$ cat src/design/grouped_stdev_aggregator_top_defines.svh
// Assertion macros for the file that carries checks.
// GSA_ASSERT expects i_clk and i_rst_n in the enclosing scope, GSA_ASSERT_ALWAYS only i_clk.
`ifndef GROUPED_STDEV_AGGREGATOR_TOP_DEFINES_SVH
`define GROUPED_STDEV_AGGREGATOR_TOP_DEFINES_SVH
`ifndef ASSERT_OFF
// Check that is switched off while reset is asserted.
`define GSA_ASSERT(label, prop) \
    label: assert property (@(posedge i_clk) disable iff (!i_rst_n) prop) \
        else $error("grouped stdev aggregator check failed");
// Check that also holds across reset.
`define GSA_ASSERT_ALWAYS(label, prop) \
    label: assert property (@(posedge i_clk) prop) \
        else $error("grouped stdev aggregator reset check failed");
`else
`define GSA_ASSERT(label, prop)
`define GSA_ASSERT_ALWAYS(label, prop)
`endif
`endif

$ cat src/design/gsa_pkg.sv
`default_nettype none
package gsa_pkg;

    // Defaults for the top-level parameters.
    localparam int GROUPS_DEF      = 1024;
    localparam int SAMPLE_BITS_DEF = 16;
    localparam int COUNT_BITS_DEF  = 24;
    localparam int FRAC_BITS_DEF   = 8;

    // Fixed field widths on the stream ports.
    localparam int GROUP_FIELD_W  = 10;
    localparam int SAMPLE_FIELD_W = 16;
    localparam int OUT_W          = 24;
    localparam int STATUS_W       = 2;
    localparam int IN_TDATA_W     = 32;
    localparam int OUT_TDATA_W    = 64;

    // Result status codes.
    localparam logic [STATUS_W-1:0] ST_OK  = 2'd0;
    localparam logic [STATUS_W-1:0] ST_FEW = 2'd1;
    localparam logic [STATUS_W-1:0] ST_SAT = 2'd2;

    typedef enum logic [3:0] {
        S_CLEAR,
        S_IDLE,
        S_READ,
        S_MUL_L,
        S_MUL_R_START,
        S_MUL_R,
        S_DIV_START,
        S_DIV,
        S_SQRT_START,
        S_SQRT,
        S_DONE
    } t_state;

    typedef enum logic [3:0] {
        OP_NOP,
        OP_CLEAR,
        OP_TAKE,
        OP_UPDATE,
        OP_LATCH,
        OP_MUL_R_START,
        OP_MUL_STEP,
        OP_DIV_START,
        OP_DIV_STEP,
        OP_SQRT_START,
        OP_SQRT_STEP,
        OP_LOAD_OUT
    } t_dp_op;

    typedef struct packed {
        logic clr_last;
        logic iter_last;
        logic is_read;
        logic short_path;
        logic out_free;
    } t_dp_stat;

endpackage
`default_nettype wire

$ cat src/design/gsa_ctrl.sv
`default_nettype none
module gsa_ctrl (
    input  wire              i_clk,
    input  wire              i_rst_n,
    input  wire              i_s_tvalid,
    input  wire gsa_pkg::t_dp_stat i_stat,
    output logic             o_s_tready,
    output gsa_pkg::t_dp_op  o_op
);

    gsa_pkg::t_state r_state;
    gsa_pkg::t_state n_state;

    always_ff @(posedge i_clk) begin
        if (!i_rst_n) begin
            r_state <= gsa_pkg::S_CLEAR;
        end else begin
            r_state <= n_state;
        end
    end

    always_comb begin
        n_state    = r_state;
        o_op       = gsa_pkg::OP_NOP;
        o_s_tready = 1'b0;
        case (r_state)
            gsa_pkg::S_CLEAR: begin
                o_op = gsa_pkg::OP_CLEAR;
                if (i_stat.clr_last) begin
                    n_state = gsa_pkg::S_IDLE;
                end
            end
            gsa_pkg::S_IDLE: begin
                o_s_tready = 1'b1;
                if (i_s_tvalid) begin
                    o_op    = gsa_pkg::OP_TAKE;
                    n_state = gsa_pkg::S_READ;
                end
            end
            gsa_pkg::S_READ: begin
                if (i_stat.is_read) begin
                    o_op    = gsa_pkg::OP_LATCH;
                    n_state = i_stat.short_path ? gsa_pkg::S_DONE : gsa_pkg::S_MUL_L;
                end else begin
                    o_op    = gsa_pkg::OP_UPDATE;
                    n_state = gsa_pkg::S_IDLE;
                end
            end
            gsa_pkg::S_MUL_L: begin
                o_op = gsa_pkg::OP_MUL_STEP;
                if (i_stat.iter_last) begin
                    n_state = gsa_pkg::S_MUL_R_START;
                end
            end
            gsa_pkg::S_MUL_R_START: begin
                o_op    = gsa_pkg::OP_MUL_R_START;
                n_state = gsa_pkg::S_MUL_R;
            end
            gsa_pkg::S_MUL_R: begin
                o_op = gsa_pkg::OP_MUL_STEP;
                if (i_stat.iter_last) begin
                    n_state = gsa_pkg::S_DIV_START;
                end
            end
            gsa_pkg::S_DIV_START: begin
                o_op    = gsa_pkg::OP_DIV_START;
                n_state = gsa_pkg::S_DIV;
            end
            gsa_pkg::S_DIV: begin
                o_op = gsa_pkg::OP_DIV_STEP;
                if (i_stat.iter_last) begin
                    n_state = gsa_pkg::S_SQRT_START;
                end
            end
            gsa_pkg::S_SQRT_START: begin
                o_op    = gsa_pkg::OP_SQRT_START;
                n_state = gsa_pkg::S_SQRT;
            end
            gsa_pkg::S_SQRT: begin
                o_op = gsa_pkg::OP_SQRT_STEP;
                if (i_stat.iter_last) begin
                    n_state = gsa_pkg::S_DONE;
                end
            end
            gsa_pkg::S_DONE: begin
                if (i_stat.out_free) begin
                    o_op    = gsa_pkg::OP_LOAD_OUT;
                    n_state = gsa_pkg::S_IDLE;
                end
            end
            default: begin
                n_state = gsa_pkg::S_CLEAR;
            end
        endcase
    end

endmodule
`default_nettype wire

$ cat config.mk
export PLATFORM = sky130hd
export DESIGN_NAME = gsa_ctrl
export DESIGN_NICKNAME = d
export VERILOG_FILES = /design/src/design/grouped_stdev_aggregator_top_defines.svh /design/src/design/gsa_pkg.sv /design/src/design/gsa_ctrl.sv
export SDC_FILE = /design/constraint.sdc
export NUM_CORES = 1
export LEC_CHECK = 0
export ABC_AREA = 1
export BUFFER_PORTS_ARGS = -buffer_cell sky130_fd_sc_hd__buf_2
export CAP_MARGIN = 20
export CORE_AREA = 2 2 39 41
export DETAILED_ROUTE_END_ITERATION = 6
export DIE_AREA = 0 0 41 43
export GPL_TIMING_DRIVEN = 1
export PLACE_DENSITY = 0.55
export SLEW_MARGIN = 20
export SYNTH_ARGS = -nofsm -noshare
export SYNTH_HDL_FRONTEND = slang
export SYNTH_SLANG_ARGS = --single-unit
$ cat constraint.sdc
create_clock -name i_clk -period 2.4 [get_ports i_clk]
set_clock_uncertainty 0.1 [all_clocks]
set_input_delay 0.48 -clock i_clk [delete_from_list [all_inputs] [get_ports i_clk]]
set_output_delay 0.48 -clock i_clk [all_outputs]
set_load 0.005 [all_outputs]
==> flow_metrics.tcl <==
set metrics [dict create \
    result_of_the_run "finished clean" \
    synthesis.nets 88 \
    synthesis.area_per_instance_um2 5.79 \
    cpPeakStageDelay_ns 0.57 \
    clockBufferDepth 2 \
    tritoncts_clock_tree "done" \
    syn-instance-count 80 \
    timing.critical_path.cells "nor2_4, nand2_1, o21ai_0, nor2_1, nand2_1, buf_2" \
    timing.rr.end "r_state[3]$_SDFFE_PN0P_" \
    number_of_flip_flops_in_the_largest_register 4 \
    design.portCount 13 \
    final_nets 104 \
    post_cts_hold_buffer_count 0 \
    wire_per_inst_um 10.2 \
    fmax_mhz 487 \
    dp.final_hpwl_um 941 \
    min-delay-start "i_rst_n" \
    worst_path_required_ns 1.82 \
    finalWorstPathRequiredPeriod_ns 2.05 \
    number_of_antenna_diodes 0 \
    final_slew_violations 0 \
    cell_pwr_density_nw_per_um2 1130 \
    grt_overflow_total 0 \
    grt_setup_unrepaired "no" \
    worstHoldPathType "in2reg" \
    finalNonFillerCells 110 \
    sum_of_negative_setup_slack_ns 0 \
    grt_antenna_before_repair 0 \
    fp.coreArea_um2 1380 \
    largest_net_degree_at_the_start_of_global_routing 10 \
    via_per_inst 4.66 \
    path_buf_inv 1 \
    synthToLayoutAreaGrowth_pct 20.5 \
    netlist-cell-type-count 18 \
    dpl_worst_slack_ns 0.613 \
    initialDrtViolationCount 10 \
    yosys.area.top_type "dfxtp_1" \
    path_class "reg2out" \
    via_count_of_the_first_global_routing_pass 468 \
    clk-insertion-delay-late_ns 0.23 \
    io_buffers 12 \
    synth_seq_cells 4 \
    fp.dieArea_um2 1760 \
    core.rowCount 14 \
    worst-r2r-cell-count 7 \
    crit_arrival_ns 1.47 \
    crit_path_max_fanout 9 \
    path_clk_slew_ns 0.04 \
    top_cells_by_area_in_the_synthesized_netlist "dfxtp_1 17%, nand2_1 17%, nand3_1 14%, nor2_4 9.7%, nor2_1 8.1%" \
    clk_root_buffer_cell "clkbuf_4" \
    sort_of_element_at_the_start_of_the_critical_path "register" \
    cts_post_setup_buffers_inserted 0 \
    largest_registers "r_state (4)" \
    critical_path.most_common_cell "nand2_1" \
    drtAntennaViolNets 0 \
    share_of_final_layout_standard_cells_stronger_than_drive_strength_1 0.298 \
    cp-end-kind "primary output" \
    first_pass_iters 4 \
    globalRouteTotalUtil 0.152 \
    cts_resized 0 \
    max_flop_register "r_state" \
    worst-slew-pin-transition_ns 0.421 \
    chip_width_um 41 \
    power_uw 630 \
    syn-cell-area_um2 463 \
    place_inst 107 \
    power.ir.vdd_worst_mv 0.507 \
    drc 0 \
    num_vias 513 \
    final-setup-viol-count 0 \
    max-slew-margin-rel 0.719 \
    fp.dieH_um 43 \
    critPathTopFamily "flip-flops" \
    final_core_utilization 0.403 \
    cts-buffers-inserted 3 \
    finalCritPeriodShare 0.855 \
    synth.yosys.warnings 0 \
    report.final.hold_viol_count 0 \
    clock_tree.htree_level_count 1 \
    hold_path_depth 3 \
    grt_pass1_wl_mm 1.80 \
    crit_slowest_cell "dfxtp_1" \
    worstHoldEndpoint "r_state[2]$_SDFFE_PN0P_" \
    synth_sequential_area_ratio 0.173 \
    totalWireLength_mm 1.13 \
    cts_sinks 4 \
    floorplan.initialDensity 0.335 \
    leakage_nw 0.328 \
    reg2reg_slack_ns 0.91 \
    max_cap_viol_count 0 \
    r2r-start "r_state[2]$_SDFFE_PN0P_" \
    place.gp.congestion 0.747 \
    synthDominantCellAreaShare 0.173 \
    timing.final.ws_setup_ns 0.347 \
]
[Yosys cell counts (all sizes together)]
cell      n
a21oi     4
buf       1
dfxtp     4
inv      10
nand2    24
nand3    14
nand3b    1
nor2     17
nor4      1
o2111ai   1
o21ai     2
or2       1
[final cells by class]
type / count / area, µm²
fill: 160 / 826
multi-input combinational: 65 / 338
sequential: 4 / 80.1
timing repair buffer: 12 / 60.1
inverter: 10 / 37.5
clock buffer: 3 / 22.5
tap: 16 / 20.0
[worst max-delay path by stage]
stage | slack, ns | depth (start not counted) | end | from
floorplan | 0.78 | 4 | o_op[1] | r_state[2]$_SDFFE_PN0P_
global route | 0.21 | 6 | o_op[2] | r_state[2]$_SDFFE_PN0P_
detailed placement | 0.61 | 6 | o_op[0] | r_state[1]$_SDFFE_PN0P_
global placement | 0.58 | 6 | o_op[0] | r_state[1]$_SDFFE_PN0P_
finish | 0.35 | 6 | o_op[2] | r_state[2]$_SDFFE_PN0P_
CTS | 0.35 | 6 | o_op[0] | r_state[1]$_SDFFE_PN0P_
[cell families (layout without fill, tap and decap cells)]
kind of cell | Yosys count | count (layout) | synth area share
compound gates | 7 | 7 | 0.0838
buf+inv | 11 | 25 | 0.0973
flops | 4 | 4 | 0.173
simple gates | 58 | 58 | 0.646
[worst reg2reg max path, cell delays in order (launching register included)]
cell     delay, ns
dfxtp_1       0.57
nor2_4        0.12
nand3_1       0.10
nand2_1       0.08
nor2_4        0.16
nand2_1       0.09
nor2_1        0.12
nor2_2        0.05
[cells in the final DEF (no fill, tap or decap)]
cell type,netlist,final
inv_1,8,8
a21oi_1,4,4
nand2_4,1,1
clkbuf_4,0,3
nor4_1,1,1
nand2_1,21,21
nor2_2,3,3
inv_2,2,2
buf_2,0,12
nand3_1,13,13
or2_1,1,1
dfxtp_1,4,4
nand3b_1,1,1
nor2_1,10,10
o21ai_0,2,2
o2111ai_1,1,1
nand3_2,1,1
nand2_2,2,2
nor2_4,4,4
[layer usage]
layer,up-vias,track usage,part of all wire
met4,0,0.0800,0
met1,218,0.177,0.46
met5,-,0,0
met2,9,0.244,0.51
li1,286,-,-
met3,0,0.0314,0.034
[where the power goes]
part,leakage [nW],internal [mW],switching (mW)
Combinational,0.281,0.163,0.249
Sequential,0.0331,0.0904,0.0442
Clock,0.0138,0.0559,0.0271
Total,0.328,0.310,0.320
[metrics by stage]
stage | hold WS [ns] | cell area [µm²]
final | 0.401 | 558
after global routing | 0.410 | 558
after CTS | 0.390 | 558
after detailed placement | 0.467 | 536
after global placement | 0.473 | 536
after floorplan | 0.437 | 463
Power figures use the tool's default switching activity.
